--- src/hw/rtl/ngps_pkg.sv ---
// Package of the grid point snap core: widths, register codes, reset values,
// candidate type and the tie-aware candidate pick. No dependencies.
`default_nettype none

package ngps_pkg;

  localparam int COORD_BITS_DEF = 12;
  localparam int SPACING_BITS   = 8;
  localparam int DIFF_BITS      = SPACING_BITS + 1;
  localparam int SQ_BITS        = 2 * DIFF_BITS;
  localparam int DIST_BITS      = SQ_BITS + 1;
  localparam int CFG_IDX_BITS   = 2;

  localparam int WIDTH_RESET   = 800;
  localparam int HEIGHT_RESET  = 600;
  localparam int SPACING_RESET = 10;

  typedef enum logic [CFG_IDX_BITS-1:0] {
    REG_WIDTH   = 2'd0,
    REG_HEIGHT  = 2'd1,
    REG_SPACING = 2'd2
  } cfg_reg_t;

  typedef struct packed {
    logic [2:0] col_ok;
    logic [2:0] row_ok;
  } ngps_flags_t;

  typedef struct packed {
    logic                 ok;
    logic [DIST_BITS-1:0] sq_dist;
    logic [1:0]           col;
    logic [1:0]           row;
  } ngps_cand_t;

  // The first argument is earlier in scan order and wins ties.
  function automatic ngps_cand_t ngps_pick(ngps_cand_t a, ngps_cand_t b);
    ngps_cand_t r;
    if (b.ok && (!a.ok || (b.sq_dist < a.sq_dist))) begin
      r = b;
    end else begin
      r = a;
    end
    return r;
  endfunction

endpackage

`default_nettype wire

--- src/hw/rtl/ngps_point_if.sv ---
// Query point channel of the grid point snap core.
// Depends on ngps_pkg.
`default_nettype none

interface ngps_point_if import ngps_pkg::*; #(
  parameter int COORD_BITS = COORD_BITS_DEF
);
  logic                  valid;
  logic                  ready;
  logic [COORD_BITS-1:0] point_x;
  logic [COORD_BITS-1:0] point_y;

  modport source (output valid, output point_x, output point_y, input ready);
  modport sink   (input valid, input point_x, input point_y, output ready);
endinterface

`default_nettype wire

--- src/hw/rtl/ngps_snap_if.sv ---
// Snapped point result channel of the grid point snap core.
// Depends on ngps_pkg.
`default_nettype none

interface ngps_snap_if import ngps_pkg::*; #(
  parameter int COORD_BITS = COORD_BITS_DEF
);
  logic                  valid;
  logic                  ready;
  logic [COORD_BITS-1:0] snap_x;
  logic [COORD_BITS-1:0] snap_y;
  logic                  found;

  modport source (output valid, output snap_x, output snap_y, output found, input ready);
  modport sink   (input valid, input snap_x, input snap_y, input found, output ready);
endinterface

`default_nettype wire

--- src/hw/rtl/ngps_div.sv ---
// Pipelined restoring remainder unit: x mod spacing and y mod spacing,
// one bit of each coordinate per stage. Depends on ngps_pkg.
`default_nettype none

module ngps_div import ngps_pkg::*; #(
  parameter int COORD_BITS = COORD_BITS_DEF
) (
  input  logic                    clk,
  input  logic                    rst,
  input  logic                    in_valid,
  output logic                    in_ready,
  input  logic [COORD_BITS-1:0]   in_x,
  input  logic [COORD_BITS-1:0]   in_y,
  input  logic [SPACING_BITS-1:0] spacing,
  output logic                    out_valid,
  input  logic                    out_ready,
  output logic [COORD_BITS-1:0]   out_x,
  output logic [COORD_BITS-1:0]   out_y,
  output logic [SPACING_BITS-1:0] out_rx,
  output logic [SPACING_BITS-1:0] out_ry
);

  logic                    v   [COORD_BITS+1];
  logic                    rdy [COORD_BITS+1];
  logic [COORD_BITS-1:0]   px  [COORD_BITS+1];
  logic [COORD_BITS-1:0]   py  [COORD_BITS+1];
  logic [SPACING_BITS-1:0] rx  [COORD_BITS+1];
  logic [SPACING_BITS-1:0] ry  [COORD_BITS+1];
  logic [SPACING_BITS:0]   s_ext;

  assign s_ext = {1'b0, spacing};

  assign v[0]   = in_valid;
  assign px[0]  = in_x;
  assign py[0]  = in_y;
  assign rx[0]  = '0;
  assign ry[0]  = '0;
  assign rdy[COORD_BITS] = out_ready;
  assign in_ready = rdy[0];

  for (genvar k = 0; k < COORD_BITS; k++) begin : g_stage
    logic [SPACING_BITS:0]   tx;
    logic [SPACING_BITS:0]   ty;
    logic [SPACING_BITS-1:0] rx_next;
    logic [SPACING_BITS-1:0] ry_next;

    assign rdy[k] = !v[k+1] || rdy[k+1];
    assign tx = {rx[k], px[k][COORD_BITS-1-k]};
    assign ty = {ry[k], py[k][COORD_BITS-1-k]};
    assign rx_next = (tx >= s_ext) ? SPACING_BITS'(tx - s_ext) : SPACING_BITS'(tx);
    assign ry_next = (ty >= s_ext) ? SPACING_BITS'(ty - s_ext) : SPACING_BITS'(ty);

    always_ff @(posedge clk) begin
      if (rst) begin
        v[k+1] <= 1'b0;
      end else if (rdy[k]) begin
        v[k+1] <= v[k];
      end
    end

    always_ff @(posedge clk) begin
      if (rdy[k] && v[k]) begin
        px[k+1] <= px[k];
        py[k+1] <= py[k];
        rx[k+1] <= rx_next;
        ry[k+1] <= ry_next;
      end
    end
  end

  assign out_valid = v[COORD_BITS];
  assign out_x     = px[COORD_BITS];
  assign out_y     = py[COORD_BITS];
  assign out_rx    = rx[COORD_BITS];
  assign out_ry    = ry[COORD_BITS];

endmodule

`default_nettype wire

--- src/hw/rtl/ngps_cand.sv ---
// Candidate stage: the three lattice columns and rows around the point,
// their range checks and the distance magnitudes. Depends on ngps_pkg.
`default_nettype none

module ngps_cand import ngps_pkg::*; #(
  parameter int COORD_BITS = COORD_BITS_DEF
) (
  input  logic                    clk,
  input  logic                    rst,
  input  logic [COORD_BITS-1:0]   image_width,
  input  logic [COORD_BITS-1:0]   image_height,
  input  logic [SPACING_BITS-1:0] grid_spacing,
  input  logic                    in_valid,
  output logic                    in_ready,
  input  logic [COORD_BITS-1:0]   in_x,
  input  logic [COORD_BITS-1:0]   in_y,
  input  logic [SPACING_BITS-1:0] in_rx,
  input  logic [SPACING_BITS-1:0] in_ry,
  output logic                    out_valid,
  input  logic                    out_ready,
  output logic [COORD_BITS-1:0]   gx [3],
  output logic [COORD_BITS-1:0]   gy [3],
  output logic [DIFF_BITS-1:0]    ax [3],
  output logic [DIFF_BITS-1:0]    ay [3],
  output ngps_flags_t             flags
);

  localparam int EW = COORD_BITS + 2;

  logic          v;
  logic [EW-1:0] s_ext;
  logic [EW-1:0] bx;
  logic [EW-1:0] by;
  logic          s_ok;
  ngps_flags_t   flags_next;

  // Lattice points base - s, base, base + s; a point g is inside when
  // g >= s and g + s <= limit.
  function automatic logic [2:0] axis_ok(logic [EW-1:0] base, logic [EW-1:0] s,
                                         logic [EW-1:0] limit);
    logic [2:0] ok;
    ok[0] = (base >= (s << 1)) && (base <= limit);
    ok[1] = (base >= s) && ((base + s) <= limit);
    ok[2] = (base + (s << 1)) <= limit;
    return ok;
  endfunction

  assign s_ext = EW'(grid_spacing);
  assign bx    = EW'(in_x) - EW'(in_rx);
  assign by    = EW'(in_y) - EW'(in_ry);
  assign s_ok  = grid_spacing != '0;
  assign flags_next.col_ok = s_ok ? axis_ok(bx, s_ext, EW'(image_width)) : 3'b000;
  assign flags_next.row_ok = s_ok ? axis_ok(by, s_ext, EW'(image_height)) : 3'b000;

  assign in_ready  = !v || out_ready;
  assign out_valid = v;

  always_ff @(posedge clk) begin
    if (rst) begin
      v <= 1'b0;
    end else if (in_ready) begin
      v <= in_valid;
    end
  end

  always_ff @(posedge clk) begin
    if (in_ready && in_valid) begin
      gx[0] <= COORD_BITS'(bx - s_ext);
      gx[1] <= COORD_BITS'(bx);
      gx[2] <= COORD_BITS'(bx + s_ext);
      gy[0] <= COORD_BITS'(by - s_ext);
      gy[1] <= COORD_BITS'(by);
      gy[2] <= COORD_BITS'(by + s_ext);
      ax[0] <= DIFF_BITS'(in_rx) + DIFF_BITS'(grid_spacing);
      ax[1] <= DIFF_BITS'(in_rx);
      ax[2] <= DIFF_BITS'(grid_spacing) - DIFF_BITS'(in_rx);
      ay[0] <= DIFF_BITS'(in_ry) + DIFF_BITS'(grid_spacing);
      ay[1] <= DIFF_BITS'(in_ry);
      ay[2] <= DIFF_BITS'(grid_spacing) - DIFF_BITS'(in_ry);
      flags <= flags_next;
    end
  end

endmodule

`default_nettype wire

--- src/hw/rtl/ngps_select.sv ---
// Selection pipeline: squares, nine squared distances and a registered
// compare tree that keeps the earliest candidate on ties. Depends on ngps_pkg.
`default_nettype none

module ngps_select import ngps_pkg::*; #(
  parameter int COORD_BITS = COORD_BITS_DEF
) (
  input  logic                  clk,
  input  logic                  rst,
  input  logic                  in_valid,
  output logic                  in_ready,
  input  logic [COORD_BITS-1:0] gx [3],
  input  logic [COORD_BITS-1:0] gy [3],
  input  logic [DIFF_BITS-1:0]  ax [3],
  input  logic [DIFF_BITS-1:0]  ay [3],
  input  ngps_flags_t           flags,
  output logic                  out_valid,
  input  logic                  out_ready,
  output logic [COORD_BITS-1:0] snap_x,
  output logic [COORD_BITS-1:0] snap_y,
  output logic                  found
);

  logic v1, v2, v3, v4;
  logic r0, r1, r2, r3;

  logic [SQ_BITS-1:0]    sqx [3];
  logic [SQ_BITS-1:0]    sqy [3];
  ngps_flags_t           flags1;
  logic [COORD_BITS-1:0] gx1 [3];
  logic [COORD_BITS-1:0] gy1 [3];
  logic [COORD_BITS-1:0] gx2 [3];
  logic [COORD_BITS-1:0] gy2 [3];
  logic [COORD_BITS-1:0] gx3 [3];
  logic [COORD_BITS-1:0] gy3 [3];

  ngps_cand_t cc [9];
  ngps_cand_t c2_next [5];
  ngps_cand_t c2 [5];
  ngps_cand_t c3 [3];
  ngps_cand_t win;
  logic [COORD_BITS-1:0] sel_x;
  logic [COORD_BITS-1:0] sel_y;

  assign r3 = !v4 || out_ready;
  assign r2 = !v3 || r3;
  assign r1 = !v2 || r2;
  assign r0 = !v1 || r1;
  assign in_ready  = r0;
  assign out_valid = v4;

  always_ff @(posedge clk) begin
    if (rst) begin
      v1 <= 1'b0;
      v2 <= 1'b0;
      v3 <= 1'b0;
      v4 <= 1'b0;
    end else begin
      if (r0) begin
        v1 <= in_valid;
      end
      if (r1) begin
        v2 <= v1;
      end
      if (r2) begin
        v3 <= v2;
      end
      if (r3) begin
        v4 <= v3;
      end
    end
  end

  always_ff @(posedge clk) begin
    if (r0 && in_valid) begin
      for (int i = 0; i < 3; i++) begin
        sqx[i] <= SQ_BITS'(ax[i]) * SQ_BITS'(ax[i]);
        sqy[i] <= SQ_BITS'(ay[i]) * SQ_BITS'(ay[i]);
        gx1[i] <= gx[i];
        gy1[i] <= gy[i];
      end
      flags1 <= flags;
    end
  end

  always_comb begin
    for (int c = 0; c < 3; c++) begin
      for (int r = 0; r < 3; r++) begin
        cc[c*3+r].ok      = flags1.col_ok[c] && flags1.row_ok[r];
        cc[c*3+r].sq_dist = DIST_BITS'(sqx[c]) + DIST_BITS'(sqy[r]);
        cc[c*3+r].col     = 2'(c);
        cc[c*3+r].row     = 2'(r);
      end
    end
    for (int i = 0; i < 4; i++) begin
      c2_next[i] = ngps_pick(cc[2*i], cc[2*i+1]);
    end
    c2_next[4] = cc[8];
  end

  always_ff @(posedge clk) begin
    if (r1 && v1) begin
      c2  <= c2_next;
      gx2 <= gx1;
      gy2 <= gy1;
    end
  end

  always_ff @(posedge clk) begin
    if (r2 && v2) begin
      c3[0] <= ngps_pick(c2[0], c2[1]);
      c3[1] <= ngps_pick(c2[2], c2[3]);
      c3[2] <= c2[4];
      gx3   <= gx2;
      gy3   <= gy2;
    end
  end

  always_comb begin
    win = ngps_pick(ngps_pick(c3[0], c3[1]), c3[2]);
    case (win.col)
      2'd0:    sel_x = gx3[0];
      2'd1:    sel_x = gx3[1];
      2'd2:    sel_x = gx3[2];
      default: sel_x = '0;
    endcase
    case (win.row)
      2'd0:    sel_y = gy3[0];
      2'd1:    sel_y = gy3[1];
      2'd2:    sel_y = gy3[2];
      default: sel_y = '0;
    endcase
  end

  always_ff @(posedge clk) begin
    if (r3 && v3) begin
      found  <= win.ok;
      snap_x <= win.ok ? sel_x : '0;
      snap_y <= win.ok ? sel_y : '0;
    end
  end

endmodule

`default_nettype wire

--- src/hw/rtl/nearest_grid_point_snap_core.sv ---
// Top level of the grid point snap core: configuration registers and the
// remainder, candidate and selection pipelines. Depends on ngps_pkg and the
// point and snap interfaces.
//
//   channel  | role   | payload
//   ---------+--------+-------------------------------
//   point    | sink   | point_x, point_y
//   snap     | source | snap_x, snap_y, found
//   cfg      | write  | cfg_wen, cfg_index, cfg_wdata
//
// One transaction per cycle is accepted while the snap channel is not stalled;
// a point passes through the remainder unit, which resolves one coordinate
// bit per stage, then one candidate stage and four selection stages.
// Every stage holds its data while the next one is full and cannot move on, so a
// stall on the snap channel backs up stage by stage without loss or repetition.
// Reset clears the valid bits and loads the register reset values.
`default_nettype none

module nearest_grid_point_snap_core import ngps_pkg::*; #(
  parameter int COORD_BITS = COORD_BITS_DEF
) (
  input  logic                    clk,
  input  logic                    rst,
  input  logic                    cfg_wen,
  input  logic [CFG_IDX_BITS-1:0] cfg_index,
  input  logic [COORD_BITS-1:0]   cfg_wdata,
  ngps_point_if.sink              point,
  ngps_snap_if.source             snap
);

  logic [COORD_BITS-1:0]   image_width;
  logic [COORD_BITS-1:0]   image_height;
  logic [SPACING_BITS-1:0] grid_spacing;

  logic                    div_valid;
  logic                    div_ready;
  logic [COORD_BITS-1:0]   div_x;
  logic [COORD_BITS-1:0]   div_y;
  logic [SPACING_BITS-1:0] div_rx;
  logic [SPACING_BITS-1:0] div_ry;

  logic                    cand_valid;
  logic                    cand_ready;
  logic [COORD_BITS-1:0]   cand_gx [3];
  logic [COORD_BITS-1:0]   cand_gy [3];
  logic [DIFF_BITS-1:0]    cand_ax [3];
  logic [DIFF_BITS-1:0]    cand_ay [3];
  ngps_flags_t             cand_flags;

  always_ff @(posedge clk) begin
    if (rst) begin
      image_width  <= COORD_BITS'(WIDTH_RESET);
      image_height <= COORD_BITS'(HEIGHT_RESET);
      grid_spacing <= SPACING_BITS'(SPACING_RESET);
    end else if (cfg_wen) begin
      case (cfg_reg_t'(cfg_index))
        REG_WIDTH:   image_width  <= cfg_wdata;
        REG_HEIGHT:  image_height <= cfg_wdata;
        REG_SPACING: grid_spacing <= cfg_wdata[SPACING_BITS-1:0];
        default: ;
      endcase
    end
  end

  ngps_div #(.COORD_BITS(COORD_BITS)) u_div (
    .clk       (clk),
    .rst       (rst),
    .in_valid  (point.valid),
    .in_ready  (point.ready),
    .in_x      (point.point_x),
    .in_y      (point.point_y),
    .spacing   (grid_spacing),
    .out_valid (div_valid),
    .out_ready (div_ready),
    .out_x     (div_x),
    .out_y     (div_y),
    .out_rx    (div_rx),
    .out_ry    (div_ry)
  );

  ngps_cand #(.COORD_BITS(COORD_BITS)) u_cand (
    .clk          (clk),
    .rst          (rst),
    .image_width  (image_width),
    .image_height (image_height),
    .grid_spacing (grid_spacing),
    .in_valid     (div_valid),
    .in_ready     (div_ready),
    .in_x         (div_x),
    .in_y         (div_y),
    .in_rx        (div_rx),
    .in_ry        (div_ry),
    .out_valid    (cand_valid),
    .out_ready    (cand_ready),
    .gx           (cand_gx),
    .gy           (cand_gy),
    .ax           (cand_ax),
    .ay           (cand_ay),
    .flags        (cand_flags)
  );

  ngps_select #(.COORD_BITS(COORD_BITS)) u_select (
    .clk       (clk),
    .rst       (rst),
    .in_valid  (cand_valid),
    .in_ready  (cand_ready),
    .gx        (cand_gx),
    .gy        (cand_gy),
    .ax        (cand_ax),
    .ay        (cand_ay),
    .flags     (cand_flags),
    .out_valid (snap.valid),
    .out_ready (snap.ready),
    .snap_x    (snap.snap_x),
    .snap_y    (snap.snap_y),
    .found     (snap.found)
  );

endmodule

`default_nettype wire

--- src/flat_wrapper.sv ---
// flat-port wrapper written by rule: the top's interface ports become plain ports
module nearest_grid_point_snap_core_flat import ngps_pkg::*;
#(
  parameter int COORD_BITS = COORD_BITS_DEF
)
  (clk, rst, cfg_wen, cfg_index, cfg_wdata, point_valid, point_point_x, point_point_y, point_ready, snap_valid, snap_snap_x, snap_snap_y, snap_found, snap_ready);
  ngps_point_if #(.COORD_BITS(COORD_BITS)) point_i ();
  ngps_snap_if #(.COORD_BITS(COORD_BITS)) snap_i ();
  input  logic clk;
  input  logic rst;
  input  logic cfg_wen;
  input  logic [CFG_IDX_BITS-1:0] cfg_index;
  input  logic [COORD_BITS-1:0] cfg_wdata;
  input wire logic [$bits(point_i.valid)-1:0] point_valid;
  input wire logic [$bits(point_i.point_x)-1:0] point_point_x;
  input wire logic [$bits(point_i.point_y)-1:0] point_point_y;
  output wire logic [$bits(point_i.ready)-1:0] point_ready;
  output wire logic [$bits(snap_i.valid)-1:0] snap_valid;
  output wire logic [$bits(snap_i.snap_x)-1:0] snap_snap_x;
  output wire logic [$bits(snap_i.snap_y)-1:0] snap_snap_y;
  output wire logic [$bits(snap_i.found)-1:0] snap_found;
  input wire logic [$bits(snap_i.ready)-1:0] snap_ready;
  assign point_i.valid = point_valid;
  assign point_i.point_x = point_point_x;
  assign point_i.point_y = point_point_y;
  assign point_ready = point_i.ready;
  assign snap_valid = snap_i.valid;
  assign snap_snap_x = snap_i.snap_x;
  assign snap_snap_y = snap_i.snap_y;
  assign snap_found = snap_i.found;
  assign snap_i.ready = snap_ready;
  nearest_grid_point_snap_core #(.COORD_BITS(COORD_BITS)) u_core (.clk(clk), .rst(rst), .cfg_wen(cfg_wen), .cfg_index(cfg_index), .cfg_wdata(cfg_wdata), .point(point_i), .snap(snap_i));
endmodule
--- config.mk ---
export PLATFORM = sky130hd
export DESIGN_NAME = nearest_grid_point_snap_core_flat
export DESIGN_NICKNAME = d
export VERILOG_FILES = /design/src/hw/rtl/ngps_pkg.sv /design/src/hw/rtl/ngps_point_if.sv /design/src/hw/rtl/ngps_snap_if.sv /design/src/hw/rtl/ngps_div.sv /design/src/hw/rtl/ngps_cand.sv /design/src/hw/rtl/ngps_select.sv /design/src/hw/rtl/nearest_grid_point_snap_core.sv /design/src/flat_wrapper.sv
export SDC_FILE = /design/constraint.sdc
export NUM_CORES = 2
export LEC_CHECK = 0
export BUFFER_PORTS_ARGS = -buffer_cell sky130_fd_sc_hd__buf_4
export CAP_MARGIN = 20
export CORE_MARGIN = 5
export CORE_UTILIZATION = 54
export CTS_CLUSTER_SIZE = 16
export DETAILED_ROUTE_END_ITERATION = 8
export HOLD_SLACK_MARGIN = 0.06
export PLACE_DENSITY = 0.7
export SYNTH_ARGS = -nofsm -noshare
export SYNTH_HDL_FRONTEND = slang
export SYNTH_SLANG_ARGS = --single-unit
--- constraint.sdc ---
create_clock -name clk -period 26 [get_ports clk]
set_input_delay 1.3 -clock clk [delete_from_list [all_inputs] [get_ports clk]]
set_output_delay 1.3 -clock clk [all_outputs]
set_load 0.02 [all_outputs]
==> run metrics <==
Num CTS Buffers=130; fillcell total=10.3k; Worst Hold Class=flop to flop; I/O pins=70; PD cells=51.0 mW/mm^2; Fin Hold WS=0.386 ns; vias in the first global route=44.9k; Setup WS post-layout=20.28 ns; Post-Syn Area=0.0716 mm^2; Vias/cell=5.57; # clock sinks=1169; CP cell instances=buf_4 > nor2b_1 > and2_1 > and3_1 > nand3_1 > nor3_1 > clkbuf_4 > nand3_1 > nor2_1 > nand3_1 > buf_4; clk_lat worst skew=0.75 ns; reg-to-reg startpoint=u_core.u_select.sqy[0][3]; top post-synthesis cells by area=edfxtp_1, ha_1, fa_1, inv_1, xnor2_1; DP HPWL=114 mm; TritonRoute pass-1 iters=6; Die X=374 um; register clock-pin slew on the reported worst setup and hold paths=0.05 ns; Die Height=374 um; post-synthesis async set-or-reset flop share=0; first-pass GRT wire length=242 mm; setup TNS=0 ns; CP arrival=4.42 ns; Final period util=0.220; Root Buffer Master=clkbuf_16; Leakage=32.3 nW; maximum root-to-sink buffer count=3; nets=7234; Port Buffers=69; YS warnings=0; post-synth cell types=82; Slew headroom=0.244; CTS tree=done; Total GRT Usage=0.218; # hold bufs at CTS=0; Setup crit start kind=input port; largest net degree at the start of global routing=154; main flop type after synthesis=edfxtp_1; Final Hold Fails=0; post-CTS sizing=0; leading area contributor after synthesis=edfxtp_1; Levels on crit path=11; layout cells sized above 1=0.0892; Syn Nets=7046; via count=44.5k; Tmin final=5.72 ns; top-area cell type share of the netlist area=0.470; worst slew pin tran=1.13 ns; synthesized area per cell=12.0 um^2; Worst Hold Path Cells=0; CP bufs+invs=3; Seq/Total Area, Yosys=0.484; Setup CP Type=input port to output port; GPL Wtd Cong=0.881; status=finished clean; initial core utilization=0.544; Clock Skew=0.0341 ns; drt wl/cell=19.1 um; antenna violations before repair=3; crit-path most repeated cell=nand3_1; fmax=0.175 GHz; First DRT Iteration DRCs=2741; Die Area=0.140 mm^2; unrepaired setup endpoints after global routing=false; reg-to-reg slack, setup=20.32 ns; most common cell in the netlist=edfxtp_1; # DRC=0; dpl ws=19.86 ns; Slowest-stage cell, CP=and3_1; core footprint=0.132 mm^2; worst flop-to-flop path endpoint=u_core.u_select.c2[76]; max-slew violation count=0; Inserted Diodes=0; post-synthesis register bit count=1169; Post-synth top cells=edfxtp_1, ha_1, inv_1; critical path capture point=point_ready; Worst Path Max Fanout=7; Worst Path Required=24.70 ns; Setup crit end kind=output port; Core Util, Final=0.598; hold path start=u_core.u_div.py[52]; R2R cell count=16; Core Rows=133; max-cap check violation count=0; DRT Wirelength=152 mm; CP peak stage delay=0.56 ns; Setup crit start=snap_ready; Area Overhead vs Synth=10.1%; Peak VDD IR=0.0607 mV; Final Setup Violations=0; post-CTS setup buffer count=0; Antenna Nets Post-Route=0; EDFF count, synth=1120; Congestion Overflow GR=0; Synth Instances=5949; H-Tree Depth=4; CP delay by family, top=simple AND/OR/NAND/NOR gates
==> where the power goes <==
group          internal, mW  leakage, nW  switching (mW)  total, mW
logic                0.0733         19.8          0.0965      0.170
registers              2.06         10.5         0.00664       2.07
clock network          1.02         1.99           0.761       1.78
total                  3.15         32.3           0.864       4.01
==> cells by family after synthesis <==
kind of cell,Yosys count,share of synthesized area
simple gates,1363,0.0931
fa+ha+maj,1054,0.207
flops,1169,0.484
compound gates,981,0.0879
mux,299,0.0454
xor+xnor,361,0.0443
buf+inv,722,0.0382
==> worst reg2reg max path, stage by stage (launching register included) <==
cell,delay (ns)
edfxtp_1,0.47
ha_1,0.37
a21oi_1,0.30
o211ai_1,0.26
o41a_1,0.39
a41o_1,0.32
o41ai_2,0.35
o21ai_0,0.23
o21a_1,0.27
nor2_1,0.17
ha_1,0.27
a21o_1,0.18
a2111oi_0,0.43
o21ai_0,0.19
o22ai_2,0.48
buf_4,0.37
mux2_2,0.38
==> per-stage QoR <==
stage	instance area (um^2)	std cells	total power [mW]
2_1_floorplan	71600	5949	2.22
3_3_place_gp	74600	7757	2.27
3_5_place_dp	74600	7757	2.27
4_1_cts	78700	7986	4.05
5_1_grt	78700	7989	4.15
6_report	78700	7989	4.01
==> how the worst min path moves through the flow <==
stage                                                end  slack (ns)
after floorplan           u_core.u_div.g_stage[10].tx[0]        0.40
after global placement              u_core.u_div.py[109]        0.40
after CTS                            u_core.u_div.py[80]        0.39
final                                u_core.u_div.py[40]        0.39
after detailed placement   u_core.u_div.g_stage[4].ty[0]        0.40
after global routing                u_core.u_div.py[107]        0.41
==> metal layers <==
layer	wire, um	vias up	GRT usage
met3	7040	249	0.0315
met2	73200	975	0.370
met4	4390	0	0.0684
met5	0	-	0
met1	67600	21631	0.290
li1	-	21675	-
==> area by class of cell <==
type                            count  area (um^2)  area share
Multi-Input combinational cell   4058        34400       0.437
Inverter                          655         2460      0.0312
Clock inverter                     82          801      0.0102
Clock buffer                      147         3320      0.0421
Tap cell                         1755         2200      0.0279
Sequential cell                  1169        34600       0.440
Timing Repair Buffer              123          948      0.0120
==> layout by cell type, fill, tap and decap left out, types with 38 or more instances in the layout <==
| cell type | n |
|---|---|
| a21boi_0 | 84 |
| a21o_1 | 121 |
| a21oi_1 | 248 |
| and2_1 | 166 |
| buf_4 | 120 |
| clkbuf_16 | 130 |
| dfxtp_1 | 47 |
| edfxtp_1 | 1120 |
| fa_1 | 220 |
| ha_1 | 834 |
| inv_1 | 654 |
| mux2_2 | 193 |
| mux2i_1 | 97 |
| nand2_1 | 257 |
| nand2b_1 | 61 |
| nand3_1 | 88 |
| nand4_1 | 72 |
| nor2_1 | 426 |
| nor2b_1 | 110 |
| nor3_1 | 71 |
| o21ai_0 | 254 |
| o21bai_1 | 38 |
| xnor2_1 | 268 |
| xor2_1 | 92 |
==> registers in the layout (all words and copies together), names as in the netlist, 25 cells and up <==
signal / flops
u_core.u_cand.ay: 25
u_core.u_select.sqy: 48
u_core.u_select.gy3: 36
u_core.u_select.gx2: 35
u_core.u_div.py: 121
u_core.u_select.c3: 67
u_core.u_select.gy2: 36
u_core.u_div.px: 121
u_core.u_cand.ax: 25
u_core.u_select.gx3: 35
u_core.u_div.g_stage.tx: 99
u_core.u_select.gx1: 35
u_core.u_select.sqx: 48
u_core.u_select.gy1: 36
u_core.u_select.c2: 106
u_core.u_div.g_stage.ty: 99
u_core.u_cand.gx: 35
u_core.u_cand.gy: 36
Power figures use the tool's default switching activity.
